[config.mk]
export PLATFORM = sky130hd
export DESIGN_NAME = lcd_rect_fill_byte_sequencer
export DESIGN_NICKNAME = d
export VERILOG_FILES = /design/src/lrfbs_pkg.sv /design/src/lrfbs_cfg.sv /design/src/lrfbs_seq.sv /design/src/lcd_rect_fill_byte_sequencer.sv
export SDC_FILE = /design/constraint.sdc
export NUM_CORES = 1
export LEC_CHECK = 0
export BUFFER_PORTS_ARGS = -buffer_cell sky130_fd_sc_hd__buf_2
export CORE_UTILIZATION = 40
export DETAILED_ROUTE_END_ITERATION = 12
export PLACE_DENSITY_LB_ADDON = 0.1
export SLEW_MARGIN = 30
export SYNTH_ARGS = -nofsm -noshare
export SYNTH_HDL_FRONTEND = slang
export SYNTH_HIERARCHICAL = 1
export SYNTH_SLANG_ARGS = --single-unit
[constraint.sdc]
create_clock -name clk -period 14.2 [get_ports clk]
set_clock_uncertainty 0.1 [all_clocks]
set_input_delay 2.13 -clock clk [delete_from_list [all_inputs] [get_ports clk]]
set_output_delay 2.13 -clock clk [all_outputs]
set_load 0.005 [all_outputs]
[src/lrfbs_pkg.sv]
// Shared types, codes and constants for the rectangle fill byte sequencer.
package lrfbs_pkg;

  // Pixels per chip-select frame in the pixel phase
  localparam int CHUNK_PIXELS = 256;
  localparam int CHUNK_W      = (CHUNK_PIXELS > 1) ? $clog2(CHUNK_PIXELS) : 1;

  // Display command bytes
  localparam logic [7:0] CMD_CASET = 8'h2A;
  localparam logic [7:0] CMD_RASET = 8'h2B;
  localparam logic [7:0] CMD_RAMWR = 8'h2C;

  // Item function codes
  localparam logic FUNC_START   = 1'b0;
  localparam logic FUNC_ADVANCE = 1'b1;

  // Result status codes
  localparam logic [2:0] ST_BYTE     = 3'd0;
  localparam logic [2:0] ST_ACCEPTED = 3'd1;
  localparam logic [2:0] ST_INVALID  = 3'd2;
  localparam logic [2:0] ST_BUSY     = 3'd3;
  localparam logic [2:0] ST_IDLE     = 3'd4;

  // Header positions; HDR_PIXELS marks the pixel phase
  localparam logic [3:0] HDR_CASET   = 4'd0;
  localparam logic [3:0] HDR_CS_HI   = 4'd1;
  localparam logic [3:0] HDR_CS_LO   = 4'd2;
  localparam logic [3:0] HDR_CE_HI   = 4'd3;
  localparam logic [3:0] HDR_CE_LO   = 4'd4;
  localparam logic [3:0] HDR_RASET   = 4'd5;
  localparam logic [3:0] HDR_RS_HI   = 4'd6;
  localparam logic [3:0] HDR_RS_LO   = 4'd7;
  localparam logic [3:0] HDR_RE_HI   = 4'd8;
  localparam logic [3:0] HDR_RE_LO   = 4'd9;
  localparam logic [3:0] HDR_RAMWR   = 4'd10;
  localparam logic [3:0] HDR_PIXELS  = 4'd11;

  // Register indexes
  localparam logic [1:0] REG_PANEL_WIDTH   = 2'd0;
  localparam logic [1:0] REG_PANEL_HEIGHT  = 2'd1;
  localparam logic [1:0] REG_COLUMN_OFFSET = 2'd2;
  localparam logic [1:0] REG_ROW_OFFSET    = 2'd3;

  typedef struct packed {
    logic [8:0] panel_width;
    logic [8:0] panel_height;
    logic [7:0] column_offset;
    logic [7:0] row_offset;
  } cfg_t;

  typedef struct packed {
    logic        func;
    logic [15:0] rect_x;
    logic [15:0] rect_y;
    logic [15:0] rect_width;
    logic [15:0] rect_height;
    logic [15:0] fill_color;
  } item_t;

  typedef struct packed {
    logic [2:0] status;
    logic [7:0] out_byte;
    logic       is_data;
    logic       transfer_end;
    logic       fill_last;
  } res_t;

endpackage

[src/lrfbs_cfg.sv]
// APB register file holding panel size and address offsets.
module lrfbs_cfg (
  input  logic                clk,
  input  logic                rst,
  input  logic                psel,
  input  logic                penable,
  input  logic                pwrite,
  input  logic [3:0]          paddr,
  input  logic [31:0]         pwdata,
  output logic [31:0]         prdata,
  output logic                pready,
  output lrfbs_pkg::cfg_t     cfg
);
  import lrfbs_pkg::*;

  logic       wr_en;
  logic [1:0] reg_sel;

  assign pready  = 1'b1;
  assign reg_sel = paddr[3:2];
  assign wr_en   = psel && penable && pwrite;

  // Write registers on the access cycle
  always_ff @(posedge clk) begin
    if (rst) begin
      cfg.panel_width   <= 9'd240;
      cfg.panel_height  <= 9'd280;
      cfg.column_offset <= 8'd0;
      cfg.row_offset    <= 8'd20;
    end else if (wr_en) begin
      unique case (reg_sel)
        REG_PANEL_WIDTH:   cfg.panel_width   <= pwdata[8:0];
        REG_PANEL_HEIGHT:  cfg.panel_height  <= pwdata[8:0];
        REG_COLUMN_OFFSET: cfg.column_offset <= pwdata[7:0];
        REG_ROW_OFFSET:    cfg.row_offset    <= pwdata[7:0];
        default: ;
      endcase
    end
  end

  // Return the addressed register
  always_comb begin
    unique case (reg_sel)
      REG_PANEL_WIDTH:   prdata = {23'd0, cfg.panel_width};
      REG_PANEL_HEIGHT:  prdata = {23'd0, cfg.panel_height};
      REG_COLUMN_OFFSET: prdata = {24'd0, cfg.column_offset};
      REG_ROW_OFFSET:    prdata = {24'd0, cfg.row_offset};
      default:           prdata = 32'd0;
    endcase
  end

endmodule

[src/lrfbs_seq.sv]
// Fill state and per-item result logic: window check, header bytes, pixel bytes.
module lrfbs_seq (
  input  logic              clk,
  input  logic              rst,
  input  lrfbs_pkg::cfg_t   cfg,
  input  logic              fire,
  input  lrfbs_pkg::item_t  item,
  output lrfbs_pkg::res_t   res
);
  import lrfbs_pkg::*;

  localparam logic [CHUNK_W:0] CHUNK_LIMIT = (CHUNK_W + 1)'(CHUNK_PIXELS);

  logic               busy, busy_next;
  logic [3:0]         header_index, header_index_next;
  logic [15:0]        col_start_addr, col_start_addr_next;
  logic [15:0]        col_end_addr, col_end_addr_next;
  logic [15:0]        row_start_addr, row_start_addr_next;
  logic [15:0]        row_end_addr, row_end_addr_next;
  logic [15:0]        held_color, held_color_next;
  logic [17:0]        pixels_left, pixels_left_next;
  logic [CHUNK_W-1:0] chunk_pixels_sent, chunk_pixels_sent_next;
  logic               low_byte_next, low_byte_next_next;

  logic [15:0] pw16, ph16, room_x, room_y;
  logic        rect_ok;
  logic [17:0] area;
  logic        last_pixel, chunk_full;
  logic [CHUNK_W:0] chunk_inc;

  // Check the rectangle against the panel without overflow
  always_comb begin
    pw16    = {7'd0, cfg.panel_width};
    ph16    = {7'd0, cfg.panel_height};
    room_x  = pw16 - item.rect_x;
    room_y  = ph16 - item.rect_y;
    rect_ok = (item.rect_width != 16'd0) && (item.rect_height != 16'd0) &&
              (item.rect_x < pw16) && (item.rect_y < ph16) &&
              (item.rect_width <= room_x) && (item.rect_height <= room_y);
    area    = 18'(item.rect_width[8:0]) * 18'(item.rect_height[8:0]);
  end

  // Pixel phase frame and fill end flags
  always_comb begin
    chunk_inc  = {1'b0, chunk_pixels_sent} + (CHUNK_W + 1)'(1);
    last_pixel = (pixels_left <= 18'd1);
    chunk_full = (chunk_inc >= CHUNK_LIMIT);
  end

  // Result and next state for the item in hand
  always_comb begin
    busy_next              = busy;
    header_index_next      = header_index;
    col_start_addr_next    = col_start_addr;
    col_end_addr_next      = col_end_addr;
    row_start_addr_next    = row_start_addr;
    row_end_addr_next      = row_end_addr;
    held_color_next        = held_color;
    pixels_left_next       = pixels_left;
    chunk_pixels_sent_next = chunk_pixels_sent;
    low_byte_next_next     = low_byte_next;
    res                    = '0;

    if (item.func == FUNC_START) begin
      if (busy) begin
        res.status = ST_BUSY;
      end else if (!rect_ok) begin
        res.status = ST_INVALID;
      end else begin
        res.status             = ST_ACCEPTED;
        col_start_addr_next    = item.rect_x + {8'd0, cfg.column_offset};
        col_end_addr_next      = item.rect_x + item.rect_width - 16'd1 +
                                 {8'd0, cfg.column_offset};
        row_start_addr_next    = item.rect_y + {8'd0, cfg.row_offset};
        row_end_addr_next      = item.rect_y + item.rect_height - 16'd1 +
                                 {8'd0, cfg.row_offset};
        held_color_next        = item.fill_color;
        pixels_left_next       = area;
        chunk_pixels_sent_next = '0;
        low_byte_next_next     = 1'b0;
        header_index_next      = HDR_CASET;
        busy_next              = 1'b1;
      end
    end else if (!busy) begin
      res.status = ST_IDLE;
    end else if (header_index != HDR_PIXELS) begin
      // Emit the window header, one byte per item
      res.status        = ST_BYTE;
      res.is_data       = 1'b1;
      header_index_next = header_index + 4'd1;
      unique case (header_index)
        HDR_CASET: begin
          res.out_byte     = CMD_CASET;
          res.is_data      = 1'b0;
          res.transfer_end = 1'b1;
        end
        HDR_CS_HI: res.out_byte = col_start_addr[15:8];
        HDR_CS_LO: res.out_byte = col_start_addr[7:0];
        HDR_CE_HI: res.out_byte = col_end_addr[15:8];
        HDR_CE_LO: begin
          res.out_byte     = col_end_addr[7:0];
          res.transfer_end = 1'b1;
        end
        HDR_RASET: begin
          res.out_byte     = CMD_RASET;
          res.is_data      = 1'b0;
          res.transfer_end = 1'b1;
        end
        HDR_RS_HI: res.out_byte = row_start_addr[15:8];
        HDR_RS_LO: res.out_byte = row_start_addr[7:0];
        HDR_RE_HI: res.out_byte = row_end_addr[15:8];
        HDR_RE_LO: begin
          res.out_byte     = row_end_addr[7:0];
          res.transfer_end = 1'b1;
        end
        default: begin
          res.out_byte     = CMD_RAMWR;
          res.is_data      = 1'b0;
          res.transfer_end = 1'b1;
        end
      endcase
    end else if (!low_byte_next) begin
      // High colour byte
      res.status         = ST_BYTE;
      res.out_byte       = held_color[15:8];
      res.is_data        = 1'b1;
      low_byte_next_next = 1'b1;
    end else begin
      // Low colour byte closes the pixel
      res.status             = ST_BYTE;
      res.out_byte           = held_color[7:0];
      res.is_data            = 1'b1;
      res.transfer_end       = last_pixel || chunk_full;
      res.fill_last          = last_pixel;
      low_byte_next_next     = 1'b0;
      chunk_pixels_sent_next = chunk_full ? '0 : chunk_inc[CHUNK_W-1:0];
      if (last_pixel) begin
        pixels_left_next       = '0;
        chunk_pixels_sent_next = '0;
        header_index_next      = HDR_CASET;
        busy_next              = 1'b0;
      end else begin
        pixels_left_next = pixels_left - 18'd1;
      end
    end
  end

  // Hold state between items, advance on each fired item
  always_ff @(posedge clk) begin
    if (rst) begin
      busy              <= 1'b0;
      header_index      <= HDR_CASET;
      col_start_addr    <= '0;
      col_end_addr      <= '0;
      row_start_addr    <= '0;
      row_end_addr      <= '0;
      held_color        <= '0;
      pixels_left       <= '0;
      chunk_pixels_sent <= '0;
      low_byte_next     <= 1'b0;
    end else if (fire) begin
      busy              <= busy_next;
      header_index      <= header_index_next;
      col_start_addr    <= col_start_addr_next;
      col_end_addr      <= col_end_addr_next;
      row_start_addr    <= row_start_addr_next;
      row_end_addr      <= row_end_addr_next;
      held_color        <= held_color_next;
      pixels_left       <= pixels_left_next;
      chunk_pixels_sent <= chunk_pixels_sent_next;
      low_byte_next     <= low_byte_next_next;
    end
  end

  a_accept_sets_busy: assert property (@(posedge clk) disable iff (rst)
    (fire && res.status == ST_ACCEPTED) |=> busy && header_index == HDR_CASET)
    else $error("accepted fill did not start at the header");

  a_last_clears_busy: assert property (@(posedge clk) disable iff (rst)
    (fire && res.fill_last) |=> !busy)
    else $error("fill still busy after its last byte");

  a_header_range: assert property (@(posedge clk) disable iff (rst)
    busy |-> header_index <= HDR_PIXELS)
    else $error("header position out of range");

  a_pixels_pending: assert property (@(posedge clk) disable iff (rst)
    (busy && header_index == HDR_PIXELS) |-> pixels_left != 18'd0)
    else $error("pixel phase with no pixels left");

endmodule

[src/lcd_rect_fill_byte_sequencer.sv]
// Top level of the rectangle fill byte sequencer: input and result registers.
//
// Usage: program panel_width, panel_height, column_offset and row_offset
// over the APB port while idle (reset values 240, 280, 0, 20). Send a start
// item (func 0) carrying a rectangle and an RGB565 colour; it answers
// accepted, invalid rect or busy rejected. Then send one advance item
// (func 1) per byte wanted: each answers with one byte and its DC, frame
// end and fill end flags, or idle when no fill is running.
// Every item gives exactly one result item.
// An item accepted at a clock edge sits in the input register, passes the
// window check / byte select logic and is loaded into the result register
// as soon as the result register is free, where out_valid rises.
// One item is taken per cycle while the receiver does not stall; the rate is
// set by the single state update per item in the sequencer.
// Reset clears all fill state and drops any held item or result.
// When the receiver stalls, the result register holds its item, the input
// register fills, and in_stall rises until the result is taken.
module lcd_rect_fill_byte_sequencer (
  input  logic        clk,
  input  logic        rst,
  input  logic        psel,
  input  logic        penable,
  input  logic        pwrite,
  input  logic [3:0]  paddr,
  input  logic [31:0] pwdata,
  output logic [31:0] prdata,
  output logic        pready,
  input  logic        in_valid,
  output logic        in_stall,
  input  logic        func,
  input  logic [15:0] rect_x,
  input  logic [15:0] rect_y,
  input  logic [15:0] rect_width,
  input  logic [15:0] rect_height,
  input  logic [15:0] fill_color,
  output logic        out_valid,
  input  logic        out_stall,
  output logic [2:0]  status,
  output logic [7:0]  out_byte,
  output logic        is_data,
  output logic        transfer_end,
  output logic        fill_last
);
  import lrfbs_pkg::*;

  cfg_t  cfg;
  item_t in_item;
  item_t held_item;
  logic  held_valid;
  res_t  seq_res;
  res_t  out_res;
  logic  out_free;
  logic  fire;
  logic  in_take;

  lrfbs_cfg u_cfg (
    .clk     (clk),
    .rst     (rst),
    .psel    (psel),
    .penable (penable),
    .pwrite  (pwrite),
    .paddr   (paddr),
    .pwdata  (pwdata),
    .prdata  (prdata),
    .pready  (pready),
    .cfg     (cfg)
  );

  assign in_item = '{func: func, rect_x: rect_x, rect_y: rect_y,
                     rect_width: rect_width, rect_height: rect_height,
                     fill_color: fill_color};

  assign out_free = !out_valid || !out_stall;
  assign fire     = held_valid && out_free;
  assign in_stall = held_valid && !out_free;
  assign in_take  = in_valid && !in_stall;

  // Input register: load when empty or draining
  always_ff @(posedge clk) begin
    if (rst) begin
      held_valid <= 1'b0;
    end else if (!in_stall) begin
      held_valid <= in_valid;
    end
  end

  always_ff @(posedge clk) begin
    if (in_take) begin
      held_item <= in_item;
    end
  end

  lrfbs_seq u_seq (
    .clk  (clk),
    .rst  (rst),
    .cfg  (cfg),
    .fire (fire),
    .item (held_item),
    .res  (seq_res)
  );

  // Result register: hold while stalled
  always_ff @(posedge clk) begin
    if (rst) begin
      out_valid <= 1'b0;
    end else if (fire) begin
      out_valid <= 1'b1;
    end else if (!out_stall) begin
      out_valid <= 1'b0;
    end
  end

  always_ff @(posedge clk) begin
    if (fire) begin
      out_res <= seq_res;
    end
  end

  assign status       = out_res.status;
  assign out_byte     = out_res.out_byte;
  assign is_data      = out_res.is_data;
  assign transfer_end = out_res.transfer_end;
  assign fill_last    = out_res.fill_last;

endmodule
=== Word-level counts from Yosys, hierarchy flattened ===
Cells that the tools add are included.

* Output and inout bits: 49
* Input port bits: 124
* Bits in registers: 243

* $lt $le $gt $ge: 6
* Add/sub/neg operators: 13
* Equality and inequality tests: 20
* Bitwise operators: 3
* Reductions and logical operators: 33
* $mul: 1
* Muxes and demuxes: 48

{| class="wikitable"
|+ Operators by type and width
! kind !! count
|-
| $pmux 32 s4 || 1
|-
| $mux 18 || 7
|-
| $pmux 8 s10 || 1
|-
| $add 16x8->16 || 4
|-
| $mux 8 || 8
|-
| $add 16x16->16 || 2
|-
| $le 16x16->1 || 2
|-
| $lt 16x9->1 || 2
|-
| $reduce_bool 16->1 || 2
|-
| $sub 16x1->16 const B || 2
|-
| $sub 9x16->16 || 2
|-
| $mux 4 || 7
|-
| $le 18x1->1 const B || 1
|-
| $mul 9x9->18 || 1
|-
| $sub 18x1->18 const B || 1
|-
| $mux 1 || 17
|-
| $eq 4x3->1 const B || 4
|-
| $mux 13 || 1
|-
| $reduce_and 6->1 || 2
|-
| $logic_and 1x1->1 || 10
|-
| $reduce_and 2->1 || 5
|-
| $add 8x1->9 const B || 1
|-
| $ge 9x9->1 const B || 1
|-
| $mux 3 || 3
|-
| other kinds (23) || 37
|}

=== Longest topological paths before layout ===
Gate-level depths: netlist of run 1.

* Depth in word-level cells: 9
* Mapped depth: 22

=== By module ===
Netlist of run 1, hierarchy kept.

{| class="wikitable"
|+ By module, submodules not included
! module !! instances !! area each (µm²) !! cells each
|-
| lrfbs_seq || 1 || 13123.8 || 1691
|-
| lcd_rect_fill_byte_sequencer || 1 || 2939.1 || 105
|-
| lrfbs_cfg || 1 || 1796.7 || 182
|}

=== Worst setup path before layout of run 1 ===
Ideal clock, no wire load.

* Path kind: input to register
* Start: in out_stall
* End: reg held_item[0] in the netlist's numbering, enable pin
* Library setup time: 0.522 ns
* Path buffers: 0
* Data arrival time: 5.660 ns
* Slack: 7.919 ns
* Data required time: 13.578 ns
* Stages on the path: 3
* Cell sequence: nand3_2 > inv_1 > nor2_1

* Longest elaborated chain between the ends: 6

{| class="wikitable"
|+ RTL lines
! what !! line !! text
|-
| start: declaration || lcd_rect_fill_byte_sequencer.sv:37 || <nowiki>input logic out_stall,</nowiki>
|-
| $logic_not 1->1 || n/a ||
|-
| $logic_or 1x1->1 || lcd_rect_fill_byte_sequencer.sv:73 || <nowiki>assign out_free = !out_valid || !out_stall;</nowiki>
|-
| $logic_not 1->1 || lcd_rect_fill_byte_sequencer.sv:75 || <nowiki>assign in_stall = held_valid && !out_free;</nowiki>
|-
| $logic_and 1x1->1 || lcd_rect_fill_byte_sequencer.sv:75 ||
|-
| via in_stall || lcd_rect_fill_byte_sequencer.sv:29 || <nowiki>output logic in_stall,</nowiki>
|-
| $logic_not 1->1 || n/a ||
|-
| $logic_and 1x1->1 || lcd_rect_fill_byte_sequencer.sv:76 || <nowiki>assign in_take = in_valid && !in_stall;</nowiki>
|-
| via in_take || lcd_rect_fill_byte_sequencer.sv:54 || <nowiki>logic in_take;</nowiki>
|-
| end signal: assignment || lcd_rect_fill_byte_sequencer.sv:89 || <nowiki>held_item <= in_item;</nowiki>
|-
| end: declaration || lcd_rect_fill_byte_sequencer.sv:48 || <nowiki>item_t held_item;</nowiki>
|}

The timed path passes the listed nets, and every way through them passes these cells.
A chain may end at the register's enable or synchronous reset.

=== Worst setup path in the final report of run 1 ===
* Start: reg held_item[65] in the netlist's numbering
* End: reg u_seq.chunk_pixels_sent[0]

* Longest elaborated chain between the ends: 7

{| class="wikitable"
|+ RTL lines
! what !! line !! text
|-
| branches (longest 3 deep; another with $sub 9x16->16) || n/a ||
|-
| $logic_and 1x1->1 (*) || lrfbs_seq.sv:38 || <nowiki>(item.rect_x < pw16) && (item.rect_y < ph16) &&</nowiki>
|-
| $logic_and 1x1->1 (*) || lrfbs_seq.sv:39 || <nowiki>(item.rect_width <= room_x) && (item.rect_height <= room_y);</nowiki>
|-
| $reduce_bool 2->1 (no source line) (*) || n/a ||
|-
| $reduce_and 6->1 (no source line) (*) || n/a ||
|-
| end signal: assignment || lrfbs_seq.sv:170 || <nowiki>chunk_pixels_sent <= chunk_pixels_sent_next;</nowiki>
|-
| end: declaration || lrfbs_seq.sv:22 || <nowiki>logic [CHUNK_W-1:0] chunk_pixels_sent, chunk_pixels_sent_next;</nowiki>
|}

Every way passes the cells marked *.

==> impl_metrics.yaml, run 1 <==
status:
  outcome: "complete, no violations"
placement:
  io_buffer_count: 123
  dpl_cell_area_um2: 18800
  gp_congestion: 0.881
  hpwlAfterDp_mm: 38.1
synthesis:
  syn_area_um2: 17900
  synth-adder-area-share: 0.208
  synthCells: 1978
  yosys.cell_types.count: 89
  synth-compound-area-share: 0.148
  synth_top_area_cell: "dfxtp_1"
  synthTopCellsByCount: "inv_1 (248), nand2_1 (213), ha_1 (185), dfxtp_1 (148), nor2_1 (143)"
  synth_most_common_cell: "inv_1"
  synth_top_family_by_area: "adder cells"
  synth_warnings: 6
  synth_area_leaders: "dfxtp_1 (17%), edfxtp_1 (16%), ha_1 (13%)"
  ys_seq_area_frac: 0.326
  synth_ff_type: "dfxtp_1"
  avgSynthCellArea_um2: 9.03
  synthSimpleGateAreaFrac: 0.164
  synth_edf_count: 95
  synth_xor_xnor_area_share: 0.0358
  async_flop_share: 0
  ys_ff_latch: 243
  synth_top_area_frac: 0.166
  muxShareOfSynthArea: 0.0333
power:
  power_density_nw_per_um2: 110
  irDropWorstVdd_mv: 0.0926
  p_leak_nw: 8.48
clocking:
  cts_tree: "done"
  hold_buffers: 0
  clk_pin_slew_ns: 0.06
  numClockSinks: 243
  numCtsBuffers: 28
  post-cts-setup-buffers: 0
  clkLatencyLatePin_ns: 0.57
  cts_buffer_depth: 3
  cts_resized: 0
  root_buffer: "clkbuf_16"
  htree_levels: 1
sta:
  worst_slew_pin_slew_ns: 0.977
  slew_headroom: 0.348
  slew_violations: 0
  finalCritPeriodShare: 0.449
  setup_viol: 0
  layout_min_cycle_time_ns: 6.37
  fmax_mhz: 157
  rsz0062_at_grt: "false"
  tns_ns: 0
  hold_viol: 0
min_path:
  hold_class: "reg2reg"
  min_from: "u_seq/row_end_addr[0]"
cells_and_area:
  diodes: 0
  final_util: 0.448
  area_delta_synth_final_pct: 10.7
  finalInstanceArea_um2: 19800
  fin_nets: 2438
  drive_gt1_frac: 0.112
floorplanning:
  core_area_um2: 44100
  fp-row-count: 77
  start_util: 0.405
  fp.dieArea_um2: 45500
  chipWidth_um: 213
  die_h_um: 213
  ios: 173
route:
  drtAntennaViolNets: 0
  drt_first_pass_iters: 6
  drtIter0Drc: 838
  viasPerCell: 5.28
  vias: 14100
  drc: 0
  wl_mm: 49.5
  wl_per_cell_um: 18.5
grt:
  overflow: 0
  grt_pass1_vias: 13800
  antenna_found_initial: 0
  grt_max_degree: 88
  grt_usage: 0.220
  grt_pass1_wl_mm: 77.4
worst_setup_path:
  critPathRequiredTime_ns: 14.62
  r2r_start: "held_item[65]"
  crit_start: "held_item[65]"
  arrival_ns: 6.79
  crit_path_end_kind: "flip-flop"
  crit_type: "reg2reg"
  start_kind: "flip-flop"
  crit_fanout: 49
run:
  drv_cap: 0
power by group:
| part | switching [W] | internal [W] |
|---|---|---|
| clock network | 0.000296 | 0.000443 |
| registers | 0.0000245 | 0.000744 |
| logic | 0.000377 | 0.000283 |
| total | 0.000698 | 0.00147 |
per-stage QoR:
stage          total power, W  std cells  worst slack (ns)  hold slack, ns
4_1_cts               0.00219       2673              7.85           0.351
3_3_place_gp          0.00144       2621              7.90           0.338
3_5_place_dp          0.00144       2621              7.86           0.344
5_1_grt               0.00231       2673              7.25           0.369
6_report              0.00217       2673              7.83           0.351
2_1_floorplan         0.00127       2000              7.92           0.328
worst paths after layout:
path | to | slack, ns | cells after the start
worst max-delay path | u_seq/chunk_pixels_sent[0] | 7.83 | 19
worst min-delay path | u_seq/row_end_addr[0] | 0.35 | 2
worst max register to register | u_seq/chunk_pixels_sent[0] | 7.83 | 19
worst min register to register | u_seq/row_end_addr[0] | 0.35 | 2
kinds of logic (layout without fill, tap and decap cells):
group                    count (synthesis)  after routing
AND/OR/NAND/NOR                        610            610
AO/OA/AOI/OAI                          392            392
buffers and inverters                  354            435
adder cells (fa/ha/maj)                255            255
flip-flops                             243            243
XOR/XNOR                                73             73
multiplexers                            49             49
other                                    2             24
flip-flops by register name, summed over array words and instances, names as in the netlist, 3 cells and up:
| register | count |
|---|---|
| u_seq/col_end_addr | 16 |
| u_seq/row_end_addr | 16 |
| u_seq/held_color | 16 |
| u_seq/chunk_pixels_sent | 8 |
| u_seq/pixels_left | 18 |
| u_seq/row_start_addr | 16 |
| status | 3 |
| u_seq/header_index | 4 |
| u_cfg/cfg | 34 |
| u_seq/col_start_addr | 16 |
| held_item | 81 |
| out_byte | 8 |
cells in the final DEF (no fill, tap or decap), types with 9 or more instances in the layout:
cell | Yosys | final
nand2_1 | 213 | 213
nor2b_1 | 25 | 25
a31oi_1 | 10 | 10
nand2b_1 | 43 | 43
o22ai_1 | 17 | 17
nand3_1 | 30 | 30
a32o_1 | 11 | 11
conb_1 | 2 | 24
xnor2_1 | 61 | 61
nor2_1 | 143 | 142
mux2i_1 | 37 | 37
a22oi_1 | 16 | 16
xor2_1 | 12 | 12
dfxtp_1 | 148 | 148
nor3b_1 | 9 | 9
o21ai_0 | 67 | 67
nand4_1 | 12 | 12
clkinv_1 | 3 | 11
a21o_1 | 14 | 14
nor3_1 | 43 | 43
and3_1 | 29 | 29
o21a_1 | 10 | 10
buf_2 | 9 | 122
nor4_1 | 17 | 17
a222oi_1 | 10 | 10
a211oi_1 | 16 | 16
ha_1 | 185 | 185
inv_1 | 248 | 248
edfxtp_1 | 95 | 95
fa_1 | 70 | 70
or3_1 | 10 | 10
clkbuf_16 | 0 | 28
a21oi_1 | 129 | 129
metal layers:
layer / up-vias / share of wire / track usage
li1: 6930 / - / -
met1: 6715 / 0.47 / 0.310
met2: 383 / 0.44 / 0.349
met3: 74 / 0.051 / 0.0247
met4: 0 / 0.035 / 0.0764
met5: - / 0 / 0
final cells by class:
class | instances | area [um2]
Multi-Input combinational cell | 1403 | 10600
Tap cell | 592 | 741
Clock buffer | 33 | 739
Timing Repair Buffer | 131 | 682
Clock inverter | 19 | 210
Fill cell | 4400 | 24400
Inverter | 252 | 946
Sequential cell | 243 | 5820
critical path: stages (launching register included):
cell and delay (ns):
edfxtp_1 0.54, inv_1 0.17, ha_1 0.34, nor2b_1 0.14, o21ai_0 0.22, a21oi_1 0.12
o21ai_0 0.24, a21oi_1 0.15, a31oi_1 0.45, nor3_1 0.16, xor2_1 0.17, ha_1 0.30
nand3_1 0.10, nor4_1 0.36, nand4_1 0.17, a21oi_1 0.67, nand4_4 0.75, buf_4 0.55
a2111oi_0 0.41, a31o_1 0.14
Note: power is estimated with default switching activity, not from simulation.
==> run 2: changes to the inputs <==
==> constraint.sdc (replaced) <==
create_clock -name clk -period 5.3 [get_ports clk]
set_clock_uncertainty 0.1 [all_clocks]
set_input_delay 0.795 -clock clk [delete_from_list [all_inputs] [get_ports clk]]
set_output_delay 0.795 -clock clk [all_outputs]
set_load 0.005 [all_outputs]
==> run 2 against run 1 <==
Worst setup slack worse by 7.5 ns. Non-clock buffer count up 64. Largest cell class unchanged. Flip-flop and latch count unchanged. Die area unchanged. Register-to-register slack worse by 7.5 ns. Count of clock-buffer cells in the layout up 7. Critical path depth up 2. Core utilization up 1.5 points. Global-route usage up 0.36 points. Largest power group is now the clock network.
==> impl_metrics.yaml, run 2 (same netlist as run 1, synthesis figures left out) <==
status:
  outcome: "complete, no violations"
run:
  drv_cap: 0
cells_and_area:
  final_common_cell: "inv_1"
  drive_gt1_frac: 0.143
  largest-register: "held_item"
  diodes: 0
  final_cell_mix: "inv_1 (248), nand2_1 (213), ha_1 (185)"
  largest_register_ffs: 81
  finalInstanceArea_um2: 20400
  fin_nets: 2503
  reg_top3: "held_item (81), u_cfg/cfg (34), u_seq/pixels_left (18)"
  area_delta_synth_final_pct: 14.3
placement:
  gp_congestion: 0.869
  pre_cts_ws_ns: 0.218
  hpwlAfterDp_mm: 39.7
  dpl_cell_area_um2: 19400
  io_buffer_count: 123
sta:
  finalCritPeriodShare: 0.946
  hold_viol: 0
  tns_ns: 0
  setup_viol: 0
  fmax_mhz: 199
  slew_violations: 0
  layout_min_cycle_time_ns: 5.01
  slew_headroom: 0.387
  fin_ws_ns: 0.287
  rsz0062_at_grt: "false"
  worst_slew_pin_slew_ns: 0.918
grt:
  grt_pass1_vias: 13900
  grt_max_degree: 83
  grt_usage: 0.224
  antenna_found_initial: 1
  grt_pass1_wl_mm: 78.5
  overflow: 0
clocking:
  hold_buffers: 0
  root_buffer: "clkbuf_16"
  clk_pin_slew_ns: 0.06
  numCtsBuffers: 29
  numClockSinks: 243
  cts_tree: "done"
  htree_levels: 1
  cts_buffer_depth: 3
  clkLatencyLatePin_ns: 0.57
power:
  switching_share: 0.320
  comb_power_share: 0.313
  irDropWorstVdd_mv: 0.274
  power.share.sequential: 0.342
  power_density_nw_per_um2: 293
  intPower_w: 0.00407
  p_leak_nw: 8.85
  clkPwrFrac: 0.346
  switchingPower_w: 0.00192
min_path:
  hold_class: "in2reg"
  hold_depth: 1
floorplanning:
  core_area_um2: 44100
  ios: 173
  fp.dieArea_um2: 45500
  chipWidth_um: 213
  die_h_um: 213
  fp-row-count: 77
  start_util: 0.405
route:
  viasPerCell: 5.26
  drtAntennaViolNets: 0
  vias: 14400
  wl_mm: 50.9
  drt_first_pass_iters: 7
  drc: 0
  wl_per_cell_um: 18.6
  drtIter0Drc: 1117
worst_setup_path:
  crit_fanout: 20
  critPathRequiredTime_ns: 5.70
  start_kind: "flip-flop"
  crit_type: "reg2reg"
  arrival_ns: 5.41
  rr_worst_depth: 21
  crit_path_end_kind: "flip-flop"
run 2: per-stage QoR:
stage	instances	util	hold WS, ns	total power [W]
floorplan	2000	-	0.328	0.00340
global placement	2680	0.439	0.337	0.00391
detailed placement	2680	0.439	0.344	0.00393
CTS	2734	0.462	0.256	0.00603
global route	2739	0.463	0.265	0.00636
finish	2739	0.463	0.291	0.00599
run 2: area by class of cell:
| class | count | area (um2) |
|---|---|---|
| Fill cell | 4403 | 23700 |
| Clock buffer | 40 | 838 |
| Inverter | 252 | 946 |
| Sequential cell | 243 | 5820 |
| Clock inverter | 14 | 170 |
| Timing Repair Buffer | 195 | 1260 |
| Multi-Input combinational cell | 1403 | 10700 |
| Tap cell | 592 | 741 |
run 2: per-layer routing:
| metal | vias up | wire (um) | global-route usage |
|---|---|---|---|
| li1 | 7068 | - | - |
| met1 | 6932 | 23900 | 0.313 |
| met2 | 337 | 23600 | 0.370 |
| met3 | 55 | 2240 | 0.0252 |
| met4 | 2 | 1060 | 0.0517 |
| met5 | - | 11 | 0 |
run 2: worst paths after layout:
| kind | start | slack (ns) | endpoint |
|---|---|---|---|
| setup / recovery | held_item[49] | 0.29 | u_seq/col_end_addr[15] |
| hold / removal | fill_color[7] | 0.29 | held_item[7] |
| setup reg to reg | held_item[49] | 0.29 | u_seq/col_end_addr[15] |
| hold reg to reg | u_seq/row_end_addr[1] | 0.35 | u_seq/row_end_addr[1] |
run 2: power by group through the flow:
stage / Sequential (W) / Clock (W) / Combinational [W]
after floorplan: 0.00206 / 0 / 0.00134
after global placement: 0.00209 / 0 / 0.00182
after detailed placement: 0.00209 / 0 / 0.00184
after CTS: 0.00205 / 0.00212 / 0.00186
after global routing: 0.00205 / 0.00220 / 0.00211
final: 0.00205 / 0.00207 / 0.00187
run 2: timing repair:
item	CTS	global route
endpoints found under the setup margin	0	26
setup buffers	0	5
resized for setup	0	2
run 2: worst max-delay path, cell delays in order (launching register included):
cell	delay, ns
edfxtp_1	0.49
inv_1	0.10
ha_1	0.29
nor2b_1	0.13
o21ai_0	0.22
a21boi_0	0.13
o21ai_0	0.29
a211oi_1	0.18
a41oi_1	0.46
nor3_1	0.12
xnor2_1	0.15
ha_1	0.30
nand4_1	0.19
nor4_2	0.34
a21oi_1	0.12
nor3_1	0.28
buf_4	0.20
and4_4	0.26
buf_12	0.18
buf_12	0.16
nor2_1	0.06
a211oi_2	0.18
==> run 3: changes to the inputs <==
--- a/config.mk
+++ b/config.mk
@@ -5,9 +5,10 @@
 export SDC_FILE = /design/constraint.sdc
 export NUM_CORES = 1
 export LEC_CHECK = 0
-export BUFFER_PORTS_ARGS = -buffer_cell sky130_fd_sc_hd__buf_2
+export CAP_MARGIN = 25
 export CORE_UTILIZATION = 40
 export DETAILED_ROUTE_END_ITERATION = 12
+export DONT_BUFFER_PORTS = 1
 export PLACE_DENSITY_LB_ADDON = 0.1
 export SLEW_MARGIN = 30
 export SYNTH_ARGS = -nofsm -noshare
==> run 3 against run 2 <==
Final cell count fell by 4.7%. Register-to-register slack improved by 0.04 ns. Die area did not move. Combinational power fell by 4%. Global-route usage rose by 0.15 points. Largest cell class unchanged.
==> impl_metrics.yaml, run 3 (same netlist as run 1, synthesis figures left out) <==
worst_setup_path:
  r2r_start: "held_item[35]"
  arrival_ns: 5.38
  ff2ff_setup_slack_ns: 0.33
  start_kind: "flip-flop"
  crit_type: "reg2reg"
  crit_path_end_kind: "flip-flop"
  rr_worst_depth: 18
  critPathRequiredTime_ns: 5.71
  rr_endpoint: "u_seq/pixels_left[17]"
  crit_fanout: 6
cells_and_area:
  final_cell_mix: "inv_1 (248), nand2_1 (213), ha_1 (185)"
  final_common_cell: "inv_1"
  area_delta_synth_final_pct: 10.8
  nFillCells: 4437
  drive_gt1_frac: 0.0863
  multiInputGateArea_um2: 10700
  fin_nets: 2373
  fin_cells: 2610
  largest_register_ffs: 81
  largest-register: "held_item"
  seq_area_um2: 5820
  reg_top3: "held_item (81), u_cfg/cfg (34), u_seq/pixels_left (18)"
sta:
  hold_viol: 0
  layout_min_cycle_time_ns: 4.97
  fmax_mhz: 201
  worst_slew_pin_slew_ns: 0.923
  slew_headroom: 0.384
  tns_ns: 0
  setup_viol: 0
  finalCritPeriodShare: 0.938
  slew_violations: 0
  rsz0062_at_grt: "false"
  fin_hold_ws_ns: 0.175
floorplanning:
  core_area_um2: 44100
  fp.dieArea_um2: 45500
  ios: 173
  start_util: 0.405
  die_h_um: 213
  fp-row-count: 77
  chipWidth_um: 213
route:
  wl_mm: 51.0
  drtAntennaViolNets: 0
  drc: 0
  vias: 13700
  drtIter0Drc: 806
  viasPerCell: 5.27
  drt_first_pass_iters: 5
  wl_per_cell_um: 19.5
clocking:
  hold_buffers: 0
  cts_tree: "done"
  root_buffer: "clkbuf_16"
  clkLatencyLatePin_ns: 0.59
  htree_levels: 1
  numClockSinks: 243
  cts_buffer_depth: 3
  post-cts-setup-buffers: 0
  clk_pin_slew_ns: 0.06
  numCtsBuffers: 29
  cts_resized: 0
min_path:
  hold_class: "in2reg"
  min_from: "rst"
  hold_depth: 1
  whs_endpoint: "u_seq/held_color[12]"
power:
  irDropWorstVdd_mv: 0.260
  power_density_nw_per_um2: 306
  p_leak_nw: 8.33
run:
  drv_cap: 0
placement:
  hpwlAfterDp_mm: 39.6
  dp_cells: 2554
  gp_congestion: 0.884
  io_buffer_count: 0
grt:
  grt_pass1_wl_mm: 78.6
  grt_max_degree: 153
  grt_usage: 0.225
  antenna_found_initial: 1
  grt_pass1_vias: 13600
  overflow: 0
status:
  outcome: "complete, no violations"
-- run 3: final cells by class --
cell class | instances | share of cell area
antenna | 1 | 0.000126
clock buffer | 37 | 0.0392
clock inverter | 17 | 0.0142
inverter | 252 | 0.0478
multi-input combinational | 1403 | 0.539
sequential | 243 | 0.294
tap | 592 | 0.0374
timing repair buffer | 65 | 0.0286
-- run 3: worst max-delay path by stage --
stage                  startpoint                     end  slack [ns]  cells after the start
finish              held_item[35]   u_seq/pixels_left[17]        0.33                     18
global route        held_item[49]  u_seq/col_end_addr[15]        0.01                     21
CTS                 held_item[36]   u_seq/pixels_left[17]        0.17                     19
detailed placement  held_item[38]   u_seq/pixels_left[17]        0.19                     18
global placement    held_item[36]   u_seq/pixels_left[17]        0.18                     19
floorplan               out_stall            held_item[0]        0.35                      3
-- run 3: per-stage QoR --
| step | power [W] | cell area (um2) | worst slack, ns | utilization |
|---|---|---|---|---|
| after floorplan | 0.00340 | 17900 | 0.354 | - |
| after global placement | 0.00385 | 18700 | 0.176 | 0.424 |
| after detailed placement | 0.00387 | 18700 | 0.185 | 0.424 |
| after CTS | 0.00609 | 19800 | 0.168 | 0.448 |
| after global routing | 0.00642 | 19800 | 0.0104 | 0.448 |
| final | 0.00605 | 19800 | 0.330 | 0.448 |
-- run 3: power by group --
part / internal (W) / switching (W) / leakage, nW
logic: 0.000793 / 0.00101 / 5.71
registers: 0.00199 / 0.0000531 / 2.11
clock network: 0.00138 / 0.000822 / 0.510
-- run 3: worst max-delay path, cell delays in order, from the launching register on --
cell       delay, ns
edfxtp_1        0.42
buf_4           0.22
buf_4           0.17
nand2_1         0.09
fa_1            0.57
inv_1           0.07
fa_1            0.50
fa_1            0.55
inv_1           0.05
fa_1            0.52
inv_1           0.04
ha_1            0.35
a311oi_1        0.27
o21ai_0         0.16
o31ai_1         0.22
buf_4           0.16
mux2i_1         0.18
o2111ai_1       0.16
o211ai_1        0.11
-- run 3: metal layers --
layer  vias to the layer above  wire, um  track usage
li1                       6830         -            -
met1                      6562     24200        0.312
met2                       289     22900        0.362
met3                        62      2260       0.0332
met4                         0      1620       0.0702
met5                         -         0            0
